--- src/design/ryuv420_pkg.sv ---
`timescale 1ns / 1ps
// Shared types, constants and helpers for the RGB to YUV 4:2:0 stream block.
// Used by ryuv420_csc, ryuv420_addr and rgb_to_yuv420_stream.
package ryuv420_pkg;

  localparam int PIX_W      = 8;   // one color component or one output byte
  localparam int DIM_W      = 13;  // frame size registers and config data
  localparam int CFG_IDX_W  = 2;
  localparam int AREA_W     = 2 * DIM_W;
  localparam int LUMA_W     = 24;
  localparam int CHROMA_W   = 25;

  localparam int DEF_MAX_WIDTH  = 4096;
  localparam int DEF_MAX_HEIGHT = 4096;
  localparam int RST_WIDTH      = 640;
  localparam int RST_HEIGHT     = 480;

  // BT.601 studio-swing integer coefficients
  localparam int C_Y_R  = 66;
  localparam int C_Y_G  = 129;
  localparam int C_Y_B  = 25;
  localparam int C_U_R  = 38;   // subtracted
  localparam int C_U_G  = 74;   // subtracted
  localparam int C_U_B  = 112;
  localparam int C_V_R  = 112;
  localparam int C_V_G  = 94;   // subtracted
  localparam int C_V_B  = 18;   // subtracted
  localparam int C_ROUND    = 128;
  localparam int C_Y_OFS    = 16;
  localparam int C_CHR_OFS  = 128;

  typedef enum logic [CFG_IDX_W-1:0] {
    REG_FRAME_WIDTH  = 2'd0,
    REG_FRAME_HEIGHT = 2'd1
  } reg_idx_t;

  typedef struct packed {
    logic step;     // pixel accepted this cycle
    logic restart;  // frame size written: clear counters
    logic reload;   // area is fresh: load chroma pointers
  } addr_ctrl_t;

  typedef struct packed {
    logic [LUMA_W-1:0]   luma_offset;
    logic                chroma_valid;
    logic                chroma_is_u;
    logic [CHROMA_W-1:0] chroma_offset;
    logic                frame_done;
  } addr_info_t;

  // Zero acts as one, anything above the maximum acts as the maximum.
  function automatic logic [DIM_W-1:0] clamp_dim(input logic [DIM_W-1:0] v,
                                                 input int maxv);
    logic [DIM_W-1:0] res;
    res = v;
    if (v == '0) begin
      res = DIM_W'(1);
    end else if ((DIM_W+1)'(v) > (DIM_W+1)'(maxv)) begin
      res = DIM_W'(maxv);
    end
    return res;
  endfunction

endpackage

--- src/design/ryuv420_csc.sv ---
`timescale 1ns / 1ps
// Integer BT.601 color space conversion of one pixel, Y, Cb and Cr in parallel.
// Depends on ryuv420_pkg for the coefficients.
module ryuv420_csc
  import ryuv420_pkg::*;
(
  input  logic [PIX_W-1:0] red,
  input  logic [PIX_W-1:0] green,
  input  logic [PIX_W-1:0] blue,
  output logic [PIX_W-1:0] luma,
  output logic [PIX_W-1:0] cb,
  output logic [PIX_W-1:0] cr
);

  logic [15:0] y_sum;
  logic [15:0] u_sum;
  logic [15:0] v_sum;

  // Bias of 128*256 keeps the chroma sums positive, so the shift is a floor plus 128.
  assign y_sum = 16'(red) * 16'(C_Y_R) + 16'(green) * 16'(C_Y_G)
               + 16'(blue) * 16'(C_Y_B) + 16'(C_ROUND);
  assign u_sum = 16'(blue) * 16'(C_U_B) + 16'(C_ROUND + (C_CHR_OFS << PIX_W))
               - 16'(red) * 16'(C_U_R) - 16'(green) * 16'(C_U_G);
  assign v_sum = 16'(red) * 16'(C_V_R) + 16'(C_ROUND + (C_CHR_OFS << PIX_W))
               - 16'(green) * 16'(C_V_G) - 16'(blue) * 16'(C_V_B);

  assign luma = y_sum[15:8] + PIX_W'(C_Y_OFS);
  assign cb   = u_sum[15:8];
  assign cr   = v_sum[15:8];

endmodule

--- src/design/ryuv420_addr.sv ---
`timescale 1ns / 1ps
// Raster position counters and output buffer pointers for luma and interleaved chroma.
// Depends on ryuv420_pkg for the control and address structs.
module ryuv420_addr
  import ryuv420_pkg::*;
#(
  parameter int MAX_WIDTH  = DEF_MAX_WIDTH,
  parameter int MAX_HEIGHT = DEF_MAX_HEIGHT
) (
  input  logic              clk,
  input  logic              rst_n,
  input  addr_ctrl_t        ctrl,
  input  logic [DIM_W-1:0]  frame_width,
  input  logic [DIM_W-1:0]  frame_height,
  input  logic [AREA_W-1:0] area,
  output addr_info_t        info
);

  localparam int COL_W = $clog2(MAX_WIDTH);
  localparam int ROW_W = $clog2(MAX_HEIGHT);

  logic [COL_W-1:0]    col_r;
  logic [ROW_W-1:0]    row_r;
  logic [LUMA_W-1:0]   luma_r;
  logic [CHROMA_W-1:0] u_ptr_r;
  logic [CHROMA_W-1:0] v_ptr_r;

  logic                col_last;
  logic                row_last;
  logic                last;
  logic                chroma_on;
  logic                row_even;
  logic [CHROMA_W-1:0] area_lo;

  assign col_last  = ((DIM_W+1)'(col_r) + (DIM_W+1)'(1)) >= (DIM_W+1)'(frame_width);
  assign row_last  = ((DIM_W+1)'(row_r) + (DIM_W+1)'(1)) >= (DIM_W+1)'(frame_height);
  assign last      = col_last & row_last;
  assign chroma_on = ~col_r[0];
  assign row_even  = ~row_r[0];
  assign area_lo   = area[CHROMA_W-1:0];

  always_comb begin
    info.luma_offset   = luma_r;
    info.chroma_valid  = chroma_on;
    info.chroma_is_u   = chroma_on & row_even;
    info.chroma_offset = '0;
    if (chroma_on) begin
      info.chroma_offset = row_even ? u_ptr_r : v_ptr_r;
    end
    info.frame_done    = last;
  end

  always_ff @(posedge clk) begin
    if (!rst_n) begin
      col_r   <= '0;
      row_r   <= '0;
      luma_r  <= '0;
      u_ptr_r <= '0;
      v_ptr_r <= '0;
    end else begin
      if (ctrl.restart) begin
        col_r  <= '0;
        row_r  <= '0;
        luma_r <= '0;
      end else if (ctrl.step) begin
        luma_r <= luma_r + LUMA_W'(1);
        if (chroma_on && row_even) begin
          u_ptr_r <= u_ptr_r + CHROMA_W'(2);
        end else if (chroma_on) begin
          v_ptr_r <= v_ptr_r + CHROMA_W'(2);
        end
        if (last) begin
          // wrap to frame start
          col_r   <= '0;
          row_r   <= '0;
          luma_r  <= '0;
          v_ptr_r <= area_lo;
          u_ptr_r <= area_lo + CHROMA_W'(1);
        end else if (col_last) begin
          col_r <= '0;
          row_r <= row_r + ROW_W'(1);
        end else begin
          col_r <= col_r + COL_W'(1);
        end
      end
      if (ctrl.reload) begin
        v_ptr_r <= area_lo;
        u_ptr_r <= area_lo + CHROMA_W'(1);
      end
    end
  end

endmodule

--- src/design/rgb_to_yuv420_stream.sv ---
`timescale 1ns / 1ps
// RGB to YUV 4:2:0 pixel stream: top level with config registers and result register.
// Depends on ryuv420_pkg, ryuv420_csc and ryuv420_addr.
//
// Usage:
//   Pixels enter on the in_ channel in raster order, one per transaction (valid/stall).
//   Each pixel gives one transaction on the out_ channel: the Y byte with its luma
//   offset, and on even columns a chroma byte (U on even rows, V on odd rows) with its
//   offset in the interleaved chroma area that starts at width*height.
//   The last pixel of a frame carries frame_done and the frame byte count; the
//   counters then wrap to frame start.
//   The result of an accepted pixel is registered and presented in the next cycle.
//   Throughput is one pixel per cycle unless in_stall is high; a new pixel is taken while
//   the previous result is taken: the single result register refills in the same cycle.
//   When the receiver stalls with a result pending, in_stall rises in the same cycle.
//   Frame size is written on the cfg_ port (index 0 width, 1 height); the user must do
//   so only while idle, which the block does not enforce. A write restarts the frame and
//   in_stall is then high while the frame area is multiplied out and the chroma pointers
//   load. cfg_ready is always high. Reset: synchronous, active low; 640x480, output empty,
//   and the same area setup as after a config write before the first pixel is accepted.
module rgb_to_yuv420_stream
  import ryuv420_pkg::*;
#(
  parameter int MAX_WIDTH  = DEF_MAX_WIDTH,
  parameter int MAX_HEIGHT = DEF_MAX_HEIGHT
) (
  input  logic                 clk,
  input  logic                 rst_n,
  // configuration
  input  logic                 cfg_valid,
  output logic                 cfg_ready,
  input  logic [CFG_IDX_W-1:0] cfg_index,
  input  logic [DIM_W-1:0]     cfg_data,
  // pixel input
  input  logic                 in_valid,
  output logic                 in_stall,
  input  logic [PIX_W-1:0]     in_blue_in,
  input  logic [PIX_W-1:0]     in_green_in,
  input  logic [PIX_W-1:0]     in_red_in,
  // results
  output logic                 out_valid,
  input  logic                 out_stall,
  output logic [PIX_W-1:0]     out_luma_value,
  output logic [LUMA_W-1:0]    out_luma_offset,
  output logic                 out_chroma_valid,
  output logic                 out_chroma_is_u,
  output logic [PIX_W-1:0]     out_chroma_value,
  output logic [CHROMA_W-1:0]  out_chroma_offset,
  output logic                 out_frame_done,
  output logic [CHROMA_W-1:0]  out_frame_bytes
);

  localparam logic [DIM_W-1:0] WIDTH_RST  =
    DIM_W'((RST_WIDTH > MAX_WIDTH) ? MAX_WIDTH : RST_WIDTH);
  localparam logic [DIM_W-1:0] HEIGHT_RST =
    DIM_W'((RST_HEIGHT > MAX_HEIGHT) ? MAX_HEIGHT : RST_HEIGHT);

  logic [DIM_W-1:0]    width_r;
  logic [DIM_W-1:0]    height_r;
  logic                area_pend_r;
  logic                ptr_pend_r;
  logic [AREA_W-1:0]   area_r;
  logic [AREA_W-1:0]   area_nxt;
  logic [CHROMA_W-1:0] fbytes_r;
  logic [CHROMA_W-1:0] fbytes_nxt;
  logic                out_valid_r;

  logic                cfg_we;
  logic                cfg_hit;
  logic                in_acc;
  addr_ctrl_t          actrl;
  addr_info_t          ainfo;

  logic [PIX_W-1:0]    y_val;
  logic [PIX_W-1:0]    cb_val;
  logic [PIX_W-1:0]    cr_val;

  logic [PIX_W-1:0]    luma_value_r;
  logic [LUMA_W-1:0]   luma_offset_r;
  logic                chroma_valid_r;
  logic                chroma_is_u_r;
  logic [PIX_W-1:0]    chroma_value_r;
  logic [PIX_W-1:0]    chroma_value_nxt;
  logic [CHROMA_W-1:0] chroma_offset_r;
  logic                frame_done_r;
  logic [CHROMA_W-1:0] frame_bytes_r;
  logic [CHROMA_W-1:0] frame_bytes_nxt;

  assign cfg_ready = 1'b1;
  assign cfg_we    = cfg_valid & cfg_ready;
  assign cfg_hit   = cfg_we && (cfg_index == REG_FRAME_WIDTH ||
                                cfg_index == REG_FRAME_HEIGHT);

  assign in_stall = area_pend_r | ptr_pend_r | (out_valid_r & out_stall);
  assign in_acc   = in_valid & ~in_stall;

  assign area_nxt   = AREA_W'(width_r) * AREA_W'(height_r);
  assign fbytes_nxt = CHROMA_W'(area_r + (area_r >> 1));

  assign actrl.step    = in_acc;
  assign actrl.restart = cfg_hit;
  assign actrl.reload  = ptr_pend_r;

  ryuv420_csc u_csc (
    .red   (in_red_in),
    .green (in_green_in),
    .blue  (in_blue_in),
    .luma  (y_val),
    .cb    (cb_val),
    .cr    (cr_val)
  );

  ryuv420_addr #(
    .MAX_WIDTH  (MAX_WIDTH),
    .MAX_HEIGHT (MAX_HEIGHT)
  ) u_addr (
    .clk          (clk),
    .rst_n        (rst_n),
    .ctrl         (actrl),
    .frame_width  (width_r),
    .frame_height (height_r),
    .area         (area_r),
    .info         (ainfo)
  );

  always_comb begin
    chroma_value_nxt = '0;
    if (ainfo.chroma_valid) begin
      chroma_value_nxt = ainfo.chroma_is_u ? cb_val : cr_val;
    end
    frame_bytes_nxt = ainfo.frame_done ? fbytes_r : '0;
  end

  always_ff @(posedge clk) begin
    if (!rst_n) begin
      width_r     <= WIDTH_RST;
      height_r    <= HEIGHT_RST;
      area_pend_r <= 1'b1;
      ptr_pend_r  <= 1'b0;
      out_valid_r <= 1'b0;
    end else begin
      if (cfg_we) begin
        case (cfg_index)
          REG_FRAME_WIDTH:  width_r  <= clamp_dim(cfg_data, MAX_WIDTH);
          REG_FRAME_HEIGHT: height_r <= clamp_dim(cfg_data, MAX_HEIGHT);
          default: ;
        endcase
      end
      // recompute area, then load pointers from it
      area_pend_r <= cfg_hit;
      ptr_pend_r  <= area_pend_r;
      if (in_acc) begin
        out_valid_r <= 1'b1;
      end else if (!out_stall) begin
        out_valid_r <= 1'b0;
      end
    end
  end

  always_ff @(posedge clk) begin
    if (area_pend_r) begin
      area_r <= area_nxt;
    end
    if (ptr_pend_r) begin
      fbytes_r <= fbytes_nxt;
    end
    if (in_acc) begin
      luma_value_r    <= y_val;
      luma_offset_r   <= ainfo.luma_offset;
      chroma_valid_r  <= ainfo.chroma_valid;
      chroma_is_u_r   <= ainfo.chroma_is_u;
      chroma_value_r  <= chroma_value_nxt;
      chroma_offset_r <= ainfo.chroma_offset;
      frame_done_r    <= ainfo.frame_done;
      frame_bytes_r   <= frame_bytes_nxt;
    end
  end

  assign out_valid         = out_valid_r;
  assign out_luma_value    = luma_value_r;
  assign out_luma_offset   = luma_offset_r;
  assign out_chroma_valid  = chroma_valid_r;
  assign out_chroma_is_u   = chroma_is_u_r;
  assign out_chroma_value  = chroma_value_r;
  assign out_chroma_offset = chroma_offset_r;
  assign out_frame_done    = frame_done_r;
  assign out_frame_bytes   = frame_bytes_r;

  a_cfg_blocks_input: assert property (@(posedge clk) disable iff (!rst_n)
    cfg_hit |=> in_stall)
    else $error("pixel accepted right after a frame size write");

  a_pend_blocks_input: assert property (@(posedge clk) disable iff (!rst_n)
    (area_pend_r || ptr_pend_r) |-> !in_acc)
    else $error("pixel accepted while chroma pointers are being set up");

  a_no_chroma_zero: assert property (@(posedge clk) disable iff (!rst_n)
    (out_valid_r && !chroma_valid_r) |->
      (chroma_offset_r == '0 && chroma_value_r == '0 && !chroma_is_u_r))
    else $error("chroma fields set on a pixel without chroma");

  a_bytes_only_last: assert property (@(posedge clk) disable iff (!rst_n)
    (out_valid_r && !frame_done_r) |-> frame_bytes_r == '0)
    else $error("frame byte count reported before the last pixel");

endmodule

--- config.mk ---
export PLATFORM = sky130hd
export DESIGN_NAME = rgb_to_yuv420_stream
export DESIGN_NICKNAME = d
export VERILOG_FILES = /design/src/design/ryuv420_pkg.sv /design/src/design/ryuv420_csc.sv /design/src/design/ryuv420_addr.sv /design/src/design/rgb_to_yuv420_stream.sv
export SDC_FILE = /design/constraint.sdc
export NUM_CORES = 1
export LEC_CHECK = 0
export BUFFER_PORTS_ARGS = -buffer_cell sky130_fd_sc_hd__buf_2
export CORE_MARGIN = 2
export CORE_UTILIZATION = 69
export DETAILED_ROUTE_END_ITERATION = 16
export PLACE_DENSITY = 0.95
export SYNTH_ARGS = -nofsm -noshare
export SYNTH_HDL_FRONTEND = slang
export SYNTH_SLANG_ARGS = --single-unit
--- constraint.sdc ---
create_clock -name clk -period 8.8 [get_ports clk]
set_input_delay 0.44 -clock clk [delete_from_list [all_inputs] [get_ports clk]]
set_output_delay 0.44 -clock clk [all_outputs]
set_load 0.02 [all_outputs]
==> key figures <==
Run status
  • Status: finished, final reports clean

Route
  • DRC violations left: 0
  • Number of DRC markers in iteration 0: 2,088
  • Routed wire length: 68.03 mm
  • DR WL/cell: just over 20 um
  • Vias per inst: 6.285
  • Post-route ant nets: 0
  • Routed via count: 21,267
  • First-pass detailed-route iteration total: 6

GRT
  • Initial antenna violation count: 1
  • Gr ovfl total: 0
  • Largest net degree at the start of global routing: 80
  • Total track usage: 35.20%
  • Vias in the first global route: between 20,000 and 25,000
  • Global-route wire length before repair: 108.9 mm

Logic synthesis
  • Area share of the largest cell type after synthesis: roughly 17%
  • Async SR Flop Fraction: 0%
  • Avg Synthesized Cell Area: slightly above 9 um2
  • Flops & latches, synth: approximately 270
  • Post-synthesis cell area: 25,780 um2
  • Synth area leader: ha_1
  • Synth Flop Type: edfxtp_1
  • YS warnings: 0
  • Register area share after synthesis: a little over a quarter
  • Largest cells by area after synthesis: ha_1 (17%), edfxtp_1 (17%), fa_1 (16%)
  • Gate Count Post-Synth: 2,800
  • Post-synth EDFFs: between 100 and 150
  • Post-synthesis net count: around 3,400
  • Netlist cell types: 68

Critical path
  • CP Capture Type: flop
  • Critical Path RT: 9.13 ns
  • Worst R2R Path Depth: 21
  • Worst EP arrival: roughly 6.8 ns
  • Reg2Reg Capture Point: area_r[25]
  • R2r startpoint: height_r[7]
  • Crit path kind: reg -> reg
  • Setup slack, reg-to-reg: 2.34 ns
  • CP Max Fanout: 11
  • Startpoint Class: flop

STA
  • Worst setup margin: around 2.3 ns
  • Slew Limit Fails: 0
  • Fin. Hold Viols: 0
  • Least-Margin Pin Slew: 1.073 ns
  • Slew margin rel.: 28.32%
  • Period utilisation layout: ~73%
  • Minimum clock period: between 6 and 7 ns
  • RSZ-0062 raised after global routing: false
  • Setup violators final: 0
  • Fmax: roughly 0.15 GHz
  • Final Skew: 0.009760 ns
  • Setup tns final: 0 ns

Cells and area
  • Core Util, Final: between 70% and 80%
  • Nets: approximately 3,500
  • Area Growth Syn to Fin: 7.814%
  • Layout cell share with drive strength beyond 1: around 8.0%
  • Most frequent cells in the layout: inv_1 (418), ha_1 (353), nand2_1 (259), nor2_1 (229), fa_1 (209)
  • Most common cell after layout, fill and taps aside: inv_1
  • Post-route insts no fill: around 3,400
  • Post-route cell area: about 28,000 um2
  • Final-layout fill cell count: about 2,500

CTS
  • TritonCTS clock tree: yes
  • Clock-pin slew of the registers on the worst-case setup and hold paths: approximately 0.060 ns
  • Max Root-Sink Buffers: 3
  • Clock Latency Late Sink: between 0.5 and 0.6 ns
  • Post-cts resize count: 0
  • Hold buffers post-CTS: 0
  • Total CTS buffers: 28
  • Root buf cell: clkbuf_16
  • Postcts setup bufs: 0
  • Clk sinks: about 270
  • Htree depth: 1

Placement
  • Placed cell count: about 3,300
  • Final Wtd Congestion: around 1
  • DP Wirelength: 52.69 mm
  • Placed cell area: between 20,000 and 30,000 um2
  • Place WS: ~2.2 ns
  • PortBufs: 138

Pwr
  • P_leak: about 13 nW
  • Peak VDD IR: 0.0003168 V
  • Pwr/cell area: ~240 nW/um2

Die
  • Top Ports: 140
  • Row cnt: 70
  • Chip width: between 150 and 200 um
  • DIE AREA: slightly below 40,000 um2
  • Core Region: 36,700 um2
  • Die height: 197.3 um
  • Initial core utilization: between 70% and 80%

Job
  • Number of max-cap violations: 0

Worst hold path
  • Hold Path Class: in -> reg
  • Hold Crit Start: cfg_data[10]
  • Hold Path End: width_r[10]
  • Hold Path Depth: 3
## sequential cells by signal (all words and copies together), names as in the netlist, 12 cells and up
name	cells
u_addr.v_ptr_r	25
u_addr.row_r	12
u_addr.u_ptr_r	25
area_r	26
height_r	13
width_r	13
out_chroma_offset	25
out_luma_offset	24
fbytes_r	25
out_frame_bytes	25
u_addr.luma_r	24
u_addr.col_r	12
## kinds of logic after synthesis
group / share of synthesized area (%)
compound gates: 11.30
xor+xnor: 5.979
fa+ha+maj: 33.36
buf+inv: 7.518
flops: 26.64
mux: 1.087
other cells: 0.01455
simple gates: 14.10
## worst max-delay path: stages, from the launching register on
cell,delay (ns)
dfxtp_1,0.67
inv_1,0.29
nor2_1,0.20
fa_1,0.43
inv_1,0.08
fa_1,0.41
inv_1,0.09
fa_1,0.42
fa_1,0.54
inv_1,0.06
fa_1,0.61
inv_1,0.06
ha_1,0.36
a21o_1,0.20
a21o_1,0.16
a21o_1,0.18
a211oi_1,0.52
o21ai_0,0.29
nor3_1,0.25
o21bai_1,0.10
a21oi_1,0.18
xnor2_1,0.08
## layer usage
layer  vias up  GRT usage (%)  part of all wire [%]  wire length (um)
met3       253          6.522                   9.8              6688
li1       9613              -                     -                 -
met1     10211          46.05                    39             26460
met4         2          14.76                   4.4              3025
met2      1188          57.73                    47             31850
met5         -              0                 0.019                13
## final cells by class
cell class / instances / area, um2 / area share, %
diodes: 1 / 2.502 / 0.009003
repair buffers: 154 / 810.8 / 2.917
inverters: 422 / 1587 / 5.708
flip-flops and latches: 271 / 6868 / 24.71
well taps: 468 / 585.6 / 2.107
clock buffers: 40 / 828.3 / 2.980
clock inverters: 12 / 118.9 / 0.4277
multi-input cells: 2016 / 16990 / 61.14
## synthesized netlist by cell type, types with 5 or more instances
| master | instances |
|---|---|
| a41oi_1 | 5 |
| nor4_1 | 10 |
| buf_2 | 7 |
| edfxtp_1 | 144 |
| a221oi_1 | 7 |
| o211ai_1 | 10 |
| o21a_1 | 8 |
| ha_1 | 353 |
| nor2b_1 | 19 |
| nand2_1 | 259 |
| o22ai_1 | 17 |
| or3_1 | 7 |
| o221a_2 | 6 |
| mux2i_1 | 28 |
| buf_1 | 6 |
| xnor2_1 | 111 |
| nand2b_1 | 8 |
| and4_1 | 7 |
| nand4_1 | 24 |
| a21o_1 | 39 |
| nand3b_1 | 20 |
| a211oi_1 | 14 |
| and2_1 | 22 |
| and3_1 | 58 |
| nor3b_1 | 11 |
| o21bai_1 | 27 |
| fa_1 | 209 |
| a21oi_1 | 185 |
| nor2_1 | 229 |
| nor3_1 | 36 |
| a31oi_1 | 19 |
| o31ai_1 | 5 |
| a31o_2 | 6 |
| dfxtp_1 | 127 |
| xor2_1 | 65 |
| o31a_1 | 10 |
| or2_2 | 7 |
| clkbuf_1 | 77 |
| nand3_1 | 58 |
| o21ai_0 | 73 |
| inv_1 | 419 |
## per-stage QoR
stage / hold WS [ns] / total power, mW
6_report: 0.1447 / 6.671
5_1_grt: 0.1514 / 7.139
4_1_cts: 0.1294 / 6.602
3_5_place_dp: 0.4421 / 5.340
3_3_place_gp: 0.4382 / 5.027
2_1_floorplan: 0.4292 / 4.310
## worst max-delay path by stage
stage / startpoint / endpoint / slack, ns
after floorplan: in_red_in[2] / out_luma_value[7] / 2.83
after global placement: in_red_in[7] / out_luma_value[7] / 2.40
after detailed placement: in_green_in[2] / out_chroma_value[7] / 2.15
after CTS: width_r[0] / area_r[25] / 2.44
after global routing: width_r[3] / area_r[25] / 2.03
final: height_r[7] / area_r[25] / 2.34
## where the power goes
group / switching, mW / internal [mW]
registers: 0.0947 / 1.56
logic: 2.27 / 1.53
clock network: 0.527 / 0.689
total: 2.89 / 3.78
Note: power is estimated with default switching activity, not from simulation.
